### src/cbf_pkg.sv
`default_nettype none
package cbf_pkg;
   localparam int FILTER_BITS_DEF = 65536;
   localparam int CNT_W = 4;
   localparam logic [CNT_W-1:0] CNT_MAX = 4'hF;
   localparam int HASH_W = 64;
   localparam int SIZE_W = 17;
   localparam int CSR_IDX_W = 2;
   localparam int CSR_DATA_W = 17;

   localparam logic [1:0] CMD_ADD = 2'd0;
   localparam logic [1:0] CMD_REMOVE = 2'd1;
   localparam logic [1:0] CMD_TEST = 2'd2;

   localparam logic [CSR_IDX_W-1:0] REG_TABLE_SIZE = 2'd0;
   localparam logic [CSR_IDX_W-1:0] REG_HASH_COUNT = 2'd1;
   localparam logic [CSR_IDX_W-1:0] REG_COUNTING_MODE = 2'd2;

   typedef struct packed {
      logic [1:0] command;
      logic [HASH_W-1:0] hash_word_0;
      logic [HASH_W-1:0] hash_word_1;
      logic [HASH_W-1:0] hash_word_2;
      logic [HASH_W-1:0] hash_word_3;
   } req_type;

   typedef struct packed {
      logic present;
      logic status;
   } rsp_type;

   typedef enum logic [2:0] {
      ST_CLEAR, ST_IDLE, ST_MOD, ST_READ, ST_WAIT, ST_WRITE, ST_DONE
   } state_type;

   // start/busy between sequencer and modulo unit
   typedef struct packed {
      logic start;
      logic busy;
   } mod_ctl_type;
endpackage
`default_nettype wire

### src/cbf_mod.sv
`default_nettype none
// restoring remainder, one bit per cycle
module cbf_mod #(
   parameter int IDX_W = 16
) (
   input  wire logic clock,
   input  wire logic reset,
   input  wire logic start,
   input  wire logic [cbf_pkg::HASH_W-1:0] dividend,
   input  wire logic [IDX_W:0] divisor,
   output logic busy,
   output logic [IDX_W-1:0] remainder
);
   import cbf_pkg::*;
   logic [HASH_W-1:0] q_ff, q_in;
   logic [IDX_W:0] r_ff, r_in;
   logic [6:0] n_ff, n_in;
   logic [IDX_W+1:0] trial;

   always_comb begin
      trial = {r_ff, q_ff[HASH_W-1]};
      q_in = q_ff;
      r_in = r_ff;
      n_in = n_ff;
      if (start) begin
         q_in = dividend;
         r_in = '0;
         n_in = 7'(HASH_W);
      end else if (n_ff != '0) begin
         q_in = {q_ff[HASH_W-2:0], 1'b0};
         if (trial >= {1'b0, divisor}) r_in = (IDX_W+1)'(trial - {1'b0, divisor});
         else r_in = trial[IDX_W:0];
         n_in = n_ff - 7'd1;
      end
   end

   always_ff @(posedge clock) begin
      q_ff <= q_in;
      r_ff <= r_in;
      if (reset) n_ff <= '0;
      else n_ff <= n_in;
   end

   assign busy = (n_ff != '0);
   assign remainder = r_ff[IDX_W-1:0];
endmodule
`default_nettype wire

### config.mk
export PLATFORM = sky130hd
export DESIGN_NAME = cbf_mod
export DESIGN_NICKNAME = d
export VERILOG_FILES = /design/src/cbf_pkg.sv /design/src/cbf_mod.sv
export SDC_FILE = /design/constraint.sdc
export NUM_CORES = 1
export LEC_CHECK = 0
export BUFFER_PORTS_ARGS = -buffer_cell sky130_fd_sc_hd__clkbuf_2
export CORE_MARGIN = 3
export CORE_UTILIZATION = 52
export CTS_BUF_LIST = sky130_fd_sc_hd__clkbuf_2
export DETAILED_ROUTE_END_ITERATION = 7
export GPL_TIMING_DRIVEN = 0
export HOLD_SLACK_MARGIN = 0.1
export MAX_ROUTING_LAYER = met4
export PLACE_DENSITY = 0.84
export SYNTH_ARGS = -nofsm -noshare
export SYNTH_HDL_FRONTEND = slang
export SYNTH_SLANG_ARGS = --single-unit
### constraint.sdc
create_clock -name clock -period 2.8 [get_ports clock]
set_input_delay 0.56 -clock clock [delete_from_list [all_inputs] [get_ports clock]]
set_output_delay 0.56 -clock clock [all_outputs]
set_load 0.01 [all_outputs]
== Yosys cells after proc, flatten, opt, wreduce, memory -nomap -nowiden ==
Index checks and enable logic that the tools add are counted.
Operators by class
  add/sub/neg operators: 2
  $lt $le $gt $ge: 1
  mux-type cells: 5
  reduce and logical (&&, ||, !) cells: 3
Operators with widths (number)
  $mux 64: 2
  $ge 18x17->1: 1
  $mux 17: 1
  $sub 17x17->17: 1
  $mux 7: 2
  $reduce_bool 7->1: 1
  $sub 7x1->7 const B: 1
  $reduce_bool 2->1: 1
  $reduce_or 2->1: 1
Storage, ports and cells
  register bits after elaboration: 88
  bits of input ports: 84
  output and inout port bits: 17

== Longest topological paths before layout ==
Gate-level depths: netlist (run 1).
  depth after elaboration: 3
  mapped depth: 11
  mapped depth without buffers: 10

== Worst setup path before layout (run 1) ==
No wires, ideal clock.
  path kind: reg-to-reg
  from: register n_ff[0]
  to: register q_ff[0], enable pin
  library setup time: 0.540 ns
  arrival time: 2.366 ns
  data required time: 2.260 ns
  path slack: -0.107 ns
  cell stages (with the launch flop): 9
  path buffers: 1
  period minus slack after synthesis: 2.907 ns
  path through: dfxtp_1 -> inv_1 -> ha_1 -> nand2_1 -> nor4_4 -> clkinv_1 -> nor2_1 -> clkbuf_1 -> inv_1
Between the ends
  cells in the longest elaborated chain, start to end: 2
RTL lines
  start: declaration: line cbf_mod.sv:17  | logic [6:0] n_ff, n_in;
  start signal: assignment: line cbf_mod.sv:41  | else n_ff <= n_in;
  $reduce_bool 7->1: line cbf_mod.sv:29  | end else if (n_ff != '0) begin
  $reduce_bool 2->1 (no line)
  end signal: assignment: line cbf_mod.sv:38  | q_ff <= q_in;
  end: declaration: line cbf_mod.sv:15  | logic [HASH_W-1:0] q_ff, q_in;
Every way passes these cells.
A chain may end at the register's enable or synchronous reset.

== Final worst setup path (run 1) ==
  from: register q_ff[63]
  to: register r_ff[3]
Between the ends
  cells in the longest elaborated chain, start to end: 2
RTL lines
  $sub 17x17->17 or $ge 18x17->1 (tied branches): line cbf_mod.sv:31  | if (trial >= {1'b0, divisor}) r_in = (IDX_W+1)'(trial - {1'b0, divisor});
  $mux 17 *: line cbf_mod.sv:31
  end signal: assignment: line cbf_mod.sv:39  | r_ff <= r_in;
  end: declaration: line cbf_mod.sv:16  | logic [IDX_W:0] r_ff, r_in;
Every way passes the cells marked *; elsewhere a longest branch is shown, timed or not.

==> flow_metrics.py, run 1 <==
metrics = {
    "run_status": {
        "status": "finished clean",
    },
    "timing": {
        "fmax_mhz": 366,
        "rsz0062_at_grt": "true",
        "setup_viol": 0,
        "final.setup.worst_slack_ns": 0.0676,
        "drv_slew": 0,
        "slew_headroom_pct": 51.7,
        "fin_skew_ns": 0.0431,
        "setup_tns_ns": 0,
        "worstMarginPinSlew_ns": 0.721,
        "hold_viol": 0,
        "fin_crit_sh_pct": 97.6,
        "final.min_clock_period_ns": 2.73,
        "holdWs_ns": 0.172,
    },
    "cts": {
        "htreeDepth": 3,
        "cts-root-buf": "clkbuf_2",
        "numCtsBuffers": 9,
        "cts_tree": "built",
        "clock-sinks": 88,
        "clk_pin_slew_worst_paths_ns": 0.28,
        "clock_path_buffers": 2,
        "hold_buffers": 0,
        "worstSkewPairLatency_ns": 0.58,
    },
    "floorplan": {
        "die_w_um": 104,
        "core_area_mm2": 0.00924,
        "rows": 35,
        "io_pins": 101,
        "initial_core_util_pct": 53.7,
        "dieArea_mm2": 0.0108,
        "die_h_um": 104,
    },
    "detailed_routing": {
        "drt-vias-per-instance": 5.39,
        "drt_iter0_drc": 217,
        "wl_um": 10700,
        "ant_nets": 0,
        "vias": 3659,
        "drc": 0,
        "drtPass1Iterations": 5,
        "routedWlPerCell_um": 15.8,
    },
    "placement": {
        "dp_hpwl_um": 7700,
        "place_area_mm2": 0.00563,
        "gp_congestion": 0.829,
        "place_ws_ns": -0.848,
        "port_buffers": 99,
    },
    "global_routing": {
        "grt_util_all_layers_pct": 20.7,
        "grt_antenna_before_repair": 0,
        "grt_pass1_vias": 3659,
        "overflow": 0,
        "grt_pass1_wl_um": 17600,
        "grt_start_max_net_pins": 33,
    },
    "synthesis": {
        "ys_top_cells_by_area": "edfxtp_1, mux2_2, dfxtp_1, ha_1, mux2i_1",
        "yosysTopAreaCellShare_pct": 38.7,
        "synth_area_mm2": 0.00496,
        "async_reset_ff_share_pct": 0,
        "synth_cell_type_count": 58,
        "syn_avg_cell_area_um2": 11.7,
        "synth_edf_count": 64,
        "synth.ff_latch_count": 88,
        "synth.net_count": 528,
        "yosys_warnings": 0,
        "synth-main-ff-cell": "edfxtp_1",
        "yosysTopAreaCell": "edfxtp_1",
        "yosysSeqAreaShare_pct": 48.4,
        "synth_cells": 425,
    },
    "layout": {
        "num-fill-cells": 758,
        "fin_area_mm2": 0.00590,
        "fin_util_pct": 63.8,
        "seqCellArea_mm2": 0.00240,
        "syn_to_final_growth_pct": 18.8,
        "nets": 648,
        "multi_input_area_mm2": 0.00231,
        "drive_gt1_share_pct": 42.7,
        "n_antenna_cell": 0,
    },
    "setup_path": {
        "worstSetupEndpointType": "flop",
        "critPathMaxStageDelay_ns": 0.45,
        "ff2ff_path_depth": 12,
        "crit_family": "compound AO/OA/AOI/OAI gates",
        "worst_ep_required_time_ns": 3.26,
        "critPathSlowestCell": "edfxtp_1",
        "path_max_fanout": 6,
        "reg2reg_slack_ns": 0.07,
        "timing.rr.end": "r_ff[3]$_SDFFE_PP0P_",
        "cp.arrival_ns": 3.19,
        "crit_type": "reg2reg",
        "crit_chain": "inv_2, ha_4, inv_2, fa_2, a21o_1, a221o_1, a211oi_4, buf_6, a31oi_4, buf_6, mux2i_1, o21ai_1",
        "startpoint_type": "flop",
        "critPathBufInv": 4,
        "rr_startpoint": "q_ff[63]$_DFFE_PP_",
    },
    "run": {
        "maxCapViolCount": 0,
    },
    "worst_hold_path": {
        "holdPathStages": 2,
        "hp-class": "in2reg",
        "min_to": "n_ff[0]$_SDFFE_PP0P_",
        "min_from": "reset",
    },
    "pwr": {
        "leakagePower_nw": 2.46,
        "ir_worst_vdd_uv": 547,
        "p_per_area_mw_per_mm2": 788,
    },
}
==> stage by stage <==
step,std cells,total power [mW]
after CTS,675,4.61
after detailed placement,653,3.85
after global placement,653,3.76
after global routing,679,4.96
after floorplan,425,3.39
final,679,4.65
==> layout by cell type (no fill, tap or decap), types with 4 or more instances in the layout <==
cell,Yosys,final
nand2_1,17,16
nand2b_1,7,7
dfxtp_1,24,23
clkbuf_2,0,107
buf_4,16,22
ha_1,18,16
o21ai_1,8,8
a21o_1,4,4
mux2_2,64,64
xor2_1,5,5
a21oi_1,15,15
nor3_1,9,9
mux2i_1,13,12
o21ai_0,9,9
edfxtp_1,64,64
nor2_1,30,30
a211oi_2,3,4
xnor2_1,8,8
inv_1,26,23
a211oi_1,7,6
clkbuf_1,11,9
o21a_1,4,4
==> how the worst max path moves through the flow <==
| stage | from | to | depth (start not counted) |
|---|---|---|---|
| final | q_ff[63]$_DFFE_PP_ | r_ff[3]$_SDFFE_PP0P_ | 12 |
| after detailed placement | n_ff[0]$_SDFFE_PP0P_ | q_ff[28]$_DFFE_PP_ | 8 |
| after CTS | q_ff[63]$_DFFE_PP_ | r_ff[0]$_SDFFE_PP0P_ | 10 |
| after global placement | n_ff[0]$_SDFFE_PP0P_ | q_ff[48]$_DFFE_PP_ | 8 |
| after global routing | q_ff[63]$_DFFE_PP_ | r_ff[3]$_SDFFE_PP0P_ | 12 |
| after floorplan | divisor[0] | r_ff[0]$_SDFFE_PP0P_ | 9 |
==> final cells by class <==
type	instances	share of cell area, %
plain buffers	34	3.61
inverters	27	1.80
multi-input cells	276	39.3
flip-flops and latches	88	40.8
repair buffers	107	9.70
well taps	129	2.74
repair inverters	2	0.212
clock inverters	7	1.15
clock buffers	9	0.764
==> cells in the mapped netlist (all sizes together) (9+ instances only) <==
| library cell | number |
|---|---|
| mux2i | 13 |
| ha | 18 |
| clkbuf | 11 |
| nor2 | 30 |
| edfxtp | 64 |
| a211oi | 11 |
| a21oi | 15 |
| buf | 23 |
| inv | 26 |
| dfxtp | 24 |
| nand2 | 17 |
| o21ai | 18 |
| mux2 | 65 |
| nor3 | 9 |
==> registers in the layout, summed over array words and instances (netlist names) <==
register / flops
r_ff: 17
q_ff: 64
n_ff: 7
==> power breakdown <==
part | leakage (nW) | total (mW) | switching, mW | internal (mW)
Combinational | 1.53 | 1.85 | 0.991 | 0.862
Clock | 0.0689 | 0.647 | 0.501 | 0.146
Sequential | 0.858 | 2.15 | 0.205 | 1.94
Total | 2.46 | 4.65 | 1.70 | 2.95
==> layer usage <==
layer  global-route usage (%)  vias up  share of wire [%]
li1                         -     1802                  -
met1                     26.3     1746                 43
met2                     33.4      100                 50
met3                     5.92       11                5.5
met4                     4.56        0                1.0
met5                        -        -                  0
==> what timing repair did <==
item                       CTS  global route
resized for setup           11            11
pin swaps                    3             2
cloned                       1             2
setup endpoints to repair   73            80
setup buffers                5             2
==> cells by family (layout without fill, tap and decap cells) <==
kind of cell / Yosys count / count (layout) / share of synthesized area [%]
adders and majority gates: 19 / 19 / 4.94
AOI/OAI and AO/OA: 80 / 80 / 12.2
muxes: 78 / 78 / 17.4
buffers and inverters: 61 / 186 / 6.05
and+or+nand+nor: 86 / 86 / 8.70
DFF: 88 / 88 / 48.4
xor gates and xnor gates: 13 / 13 / 2.29
Power figures use the tool's default switching activity.
==> run 2: changes to the inputs <==
- CORE_MARGIN: 3 -> 4
- PLACE_DENSITY: 0.84 -> 0.79
==> run 2 against run 1 <==
Compared with the run above: die area grew 3.9%; non-clock buffer count grew 1; clock power shrank 1%.
==> flow_metrics.py, run 2 (synthesized netlist as in run 1, its figures left out) <==
metrics = {
    "global_routing": {
        "overflow": 0,
        "grt_start_max_net_pins": 33,
        "grt_util_all_layers_pct": 19.3,
        "grt_pass1_wl_um": 16900,
        "grt_antenna_before_repair": 0,
        "grt_pass1_vias": 3544,
    },
    "floorplan": {
        "core_area_mm2": 0.00928,
        "die_w_um": 106,
        "die_h_um": 106,
        "dieArea_mm2": 0.0112,
        "rows": 35,
        "initial_core_util_pct": 53.5,
        "io_pins": 101,
    },
    "cts": {
        "worstSkewPairLatency_ns": 0.52,
        "clk_pin_slew_worst_paths_ns": 0.22,
        "cts-root-buf": "clkbuf_2",
        "cts_tree": "built",
        "clock_path_buffers": 2,
        "htreeDepth": 3,
        "numCtsBuffers": 9,
        "clock-sinks": 88,
    },
    "run_status": {
        "status": "finished clean",
    },
    "setup_path": {
        "timing.rr.end": "r_ff[3]$_SDFFE_PP0P_",
        "crit_top_cell": "inv_2",
        "crit_chain": "inv_2, ha_4, inv_2, fa_2, a21o_1, a221o_1, a211oi_4, buf_6, a31oi_4, buf_4, mux2i_1, o21ai_1",
        "critPathMaxStageDelay_ns": 0.44,
        "cp.arrival_ns": 3.11,
        "critPathBufInv": 4,
        "rr_startpoint": "q_ff[63]$_DFFE_PP_",
        "ff2ff_path_depth": 12,
        "startpoint_type": "flop",
        "crit_type": "reg2reg",
        "reg2reg_slack_ns": 0.11,
        "worstSetupEndpointType": "flop",
        "crit_family": "compound AO/OA/AOI/OAI gates",
        "crit_start": "q_ff[63]$_DFFE_PP_",
        "critPathSlowestCell": "edfxtp_1",
        "path_depth": 12,
        "worstSetupEndpoint": "r_ff[3]$_SDFFE_PP0P_",
        "path_max_fanout": 6,
        "worst_ep_required_time_ns": 3.22,
    },
    "worst_hold_path": {
        "hp-class": "in2reg",
    },
    "placement": {
        "port_buffers": 99,
        "gp_congestion": 0.851,
        "dp_hpwl_um": 7670,
    },
    "detailed_routing": {
        "drtPass1Iterations": 4,
        "drt-vias-per-instance": 5.35,
        "vias": 3631,
        "wl_um": 10600,
        "drc": 0,
        "drt_iter0_drc": 167,
        "ant_nets": 0,
        "routedWlPerCell_um": 15.6,
    },
    "timing": {
        "fin_crit_sh_pct": 96.1,
        "worstMarginPinSlew_ns": 0.730,
        "setup_tns_ns": 0,
        "holdWs_ns": 0.242,
        "rsz0062_at_grt": "true",
        "drv_slew": 0,
        "hold_viol": 0,
        "fin_skew_ns": 0.0214,
        "final.min_clock_period_ns": 2.69,
        "slew_headroom_pct": 51.0,
        "fmax_mhz": 371,
        "setup_viol": 0,
    },
    "layout": {
        "largest_reg_flops": 64,
        "syn_to_final_growth_pct": 17.9,
        "top_register": "q_ff",
        "final_common_cell": "clkbuf_2",
        "nets": 648,
        "layout_common_cells": "clkbuf_2, mux2_2, edfxtp_1",
        "top_regs": "q_ff: 64 flops, r_ff: 17 flops, n_ff: 7 flops",
        "n_antenna_cell": 0,
        "drive_gt1_share_pct": 41.6,
        "num-fill-cells": 765,
    },
    "pwr": {
        "leakagePower_nw": 2.45,
        "p_per_area_mw_per_mm2": 780,
        "ir_worst_vdd_uv": 456,
    },
    "run": {
        "maxCapViolCount": 0,
    },
}
[run 2: cell types whose count changed in the layout (fill, tap and decap cells not counted), sizes merged]
cell	previous run	this run
buf	31	33
bufinv	0	1
clkbuf	119	120
inv	30	26
[run 2: cell type report]
class,instances,area [um^2],share of cell area (%)
Clock inverter,5,57.6,0.984
Sequential cell,88,2400,41.1
Inverter,27,106,1.82
Tap cell,129,161,2.76
Buffer,34,210,3.59
Timing Repair inverter,1,7.51,0.128
Clock buffer,11,55.1,0.941
Multi-Input combinational cell,276,2280,39.0
Timing Repair Buffer,108,567,9.69
[run 2: metal layers]
metal	up-vias	part of all wire [%]	wire length, um	global-route usage (%)
met5	-	0	0	-
met4	0	0.84	89	3.61
met3	9	5.7	603	5.02
met2	93	50	5350	32.1
met1	1734	43	4560	23.9
li1	1795	-	-	-
[run 2: stage by stage]
| stage | std cells | instance area [um^2] | setup WS, ns | power [mW] | utilization [%] |
|---|---|---|---|---|---|
| 3_3_place_gp | 653 | 5630 | -0.712 | 3.77 | 60.6 |
| 6_report | 679 | 5850 | 0.108 | 4.56 | 63.0 |
| 2_1_floorplan | 425 | 4970 | 0.00101 | 3.39 | - |
| 4_1_cts | 673 | 5780 | 0.000297 | 4.52 | 62.3 |
| 5_1_grt | 679 | 5850 | -0.00497 | 4.89 | 63.0 |
| 3_5_place_dp | 653 | 5630 | -0.792 | 3.85 | 60.6 |
[run 2: worst min path at each step]
stage | startpoint | endpoint | slack (ns) | cells past startpoint
after floorplan | r_ff[15]$_SDFFE_PP0P_ | r_ff[15]$_SDFFE_PP0P_ | 0.46 | 2
after global placement | r_ff[15]$_SDFFE_PP0P_ | r_ff[15]$_SDFFE_PP0P_ | 0.48 | 2
after detailed placement | r_ff[16]$_SDFFE_PP0P_ | r_ff[16]$_SDFFE_PP0P_ | 0.48 | 2
after CTS | reset | n_ff[1]$_SDFFE_PP0P_ | 0.20 | 2
after global routing | reset | n_ff[6]$_SDFFE_PP0P_ | 0.18 | 2
final | reset | n_ff[6]$_SDFFE_PP0P_ | 0.24 | 2
[run 2: repair_timing]
action / 4_1_cts / 5_1_grt
resized for setup: 4 / 10
cloned: 1 / 1
hold buffers: 0 / 0
setup buffers: 3 / 5
pin swaps: 2 / 4
setup endpoints to repair: 68 / 79
[run 2: power by group]
part | internal (mW) | switching [mW]
combinational | 0.826 | 0.953
sequential | 1.94 | 0.202
clock | 0.213 | 0.426
==> run 3: changes to the inputs <==
- PLACE_DENSITY: 0.79 -> not set
- PLACE_DENSITY_LB_ADDON: not set -> 0.15
==> run 3 against run 2 <==
Compared with the run above: power down 0.60%; core utilization up 0.34 points; clock power down 0.9%; clock-buffer cell count down 2; critical path depth unchanged; via count down 2.3%; sequential power about the same; fmax down 0.80%; highest routed layer unchanged.
==> flow_metrics.py, run 3 (synthesized netlist as in run 1, its figures left out) <==
metrics = {
    "cts": {
        "cts_tree": "built",
        "numCtsBuffers": 9,
        "worstSkewPairLatency_ns": 0.52,
        "clock_path_buffers": 2,
        "htreeDepth": 3,
        "clock-sinks": 88,
        "clk_pin_slew_worst_paths_ns": 0.21,
        "cts-root-buf": "clkbuf_2",
        "hold_buffers": 0,
    },
    "layout": {
        "n_antenna_cell": 0,
        "drive_gt1_share_pct": 41.9,
        "nets": 650,
        "fin_util_pct": 63.3,
        "final_common_cell": "clkbuf_2",
        "top_regs": "q_ff: 64 flops, r_ff: 17 flops, n_ff: 7 flops",
        "top_register": "q_ff",
        "syn_to_final_growth_pct": 18.5,
        "fin_area_mm2": 0.00588,
        "largest_reg_flops": 64,
        "layout_common_cells": "clkbuf_2, mux2_2, edfxtp_1",
    },
    "timing": {
        "fin_crit_sh_pct": 96.9,
        "setup_tns_ns": 0,
        "slew_headroom_pct": 47.7,
        "worstMarginPinSlew_ns": 0.785,
        "fmax_mhz": 368,
        "fin_skew_ns": 0.0311,
        "holdWs_ns": 0.266,
        "setup_viol": 0,
        "rsz0062_at_grt": "true",
        "drv_slew": 0,
        "hold_viol": 0,
        "final.min_clock_period_ns": 2.71,
    },
    "placement": {
        "dp_hpwl_um": 7120,
        "gp_congestion": 0.834,
        "port_buffers": 99,
        "place_area_mm2": 0.00563,
    },
    "detailed_routing": {
        "drtPass1Iterations": 4,
        "drt-vias-per-instance": 5.21,
        "routedWlPerCell_um": 14.7,
        "vias": 3546,
        "drt_iter0_drc": 162,
        "drc": 0,
        "ant_nets": 0,
        "wl_um": 9970,
    },
    "setup_path": {
        "path_max_fanout": 6,
        "timing.rr.end": "r_ff[2]$_SDFFE_PP0P_",
        "rr_startpoint": "q_ff[63]$_DFFE_PP_",
        "worstSetupEndpointType": "flop",
        "worst_ep_required_time_ns": 3.20,
        "reg2reg_slack_ns": 0.09,
        "crit_type": "reg2reg",
        "startpoint_type": "flop",
        "ff2ff_path_depth": 12,
        "crit_start": "q_ff[63]$_DFFE_PP_",
        "cp.arrival_ns": 3.12,
    },
    "worst_hold_path": {
        "hp-class": "in2reg",
        "holdPathStages": 2,
        "min_to": "n_ff[6]$_SDFFE_PP0P_",
        "min_from": "reset",
    },
    "run_status": {
        "status": "finished clean",
    },
    "floorplan": {
        "dieArea_mm2": 0.0112,
        "initial_core_util_pct": 53.5,
        "die_w_um": 106,
        "io_pins": 101,
        "die_h_um": 106,
        "rows": 35,
        "core_area_mm2": 0.00928,
    },
    "pwr": {
        "leakagePower_nw": 2.45,
        "ir_worst_vdd_uv": 495,
        "p_per_area_mw_per_mm2": 772,
    },
    "global_routing": {
        "grt_start_max_net_pins": 33,
        "grt_pass1_wl_um": 16100,
        "grt_util_all_layers_pct": 18.2,
        "overflow": 0,
        "grt_pass1_vias": 3416,
        "grt_antenna_before_repair": 0,
    },
    "run": {
        "maxCapViolCount": 0,
    },
}
[run 3: how the worst max path moves through the flow]
stage,cells past startpoint,to
6_report,12,r_ff[2]$_SDFFE_PP0P_
5_1_grt,12,r_ff[2]$_SDFFE_PP0P_
4_1_cts,8,busy
3_5_place_dp,8,q_ff[41]$_DFFE_PP_
3_3_place_gp,8,q_ff[48]$_DFFE_PP_
2_1_floorplan,9,r_ff[0]$_SDFFE_PP0P_
[run 3: area by class of cell]
cell class,instances,area (um^2)
clock inverters,6,67.6
fillers,797,3400
flip-flops and latches,88,2400
repair inverters,2,15.0
repair buffers,109,592
inverters,27,106
multi-input cells,276,2280
clock buffers,9,45.0
well taps,129,161
plain buffers,34,210
[run 3: layer usage]
layer  vias up  global-route usage [%]  share of wire [%]
met1      1657                    25.5                 47
met5         -                       -                  0
met3         5                    5.76                5.7
met4         0                    2.78               0.54
met2        84                    26.8                 47
li1       1800                       -                  -
[run 3: where the power goes]
part | internal [mW] | total, mW | switching, mW
registers | 1.94 | 2.12 | 0.185
logic | 0.834 | 1.78 | 0.944
clock network | 0.206 | 0.634 | 0.428
total | 2.98 | 4.54 | 1.56
[run 3: stage by stage]
| step | power [mW] | worst slack, ns | instances |
|---|---|---|---|
| 2_1_floorplan | 3.39 | 0.00101 | 425 |
| 3_3_place_gp | 3.77 | -0.651 | 653 |
| 3_5_place_dp | 3.82 | -0.717 | 653 |
| 4_1_cts | 4.53 | 0.0143 | 675 |
| 5_1_grt | 4.89 | -0.0601 | 680 |
| 6_report | 4.54 | 0.0861 | 680 |
[run 3: what timing repair did]
| item | 4_1_cts | 5_1_grt |
|---|---|---|
| buffers inserted | 6 | 3 |
| hold endpoints to repair | 0 | 0 |
| endpoints found under the setup margin | 72 | 80 |
| cloned | 1 | 2 |
| resized for setup | 5 | 8 |
| pin swaps | 3 | 1 |
[run 3: critical path, stage by stage (launching register included)]
cell      delay (ns)
edfxtp_1        0.42
inv_2           0.08
ha_4            0.13
inv_2           0.04
fa_2            0.34
a21o_1          0.20
a221o_1         0.36
a211oi_4        0.27
buf_6           0.14
a31oi_4         0.18
buf_8           0.20
mux2i_1         0.17
o21ai_1         0.07
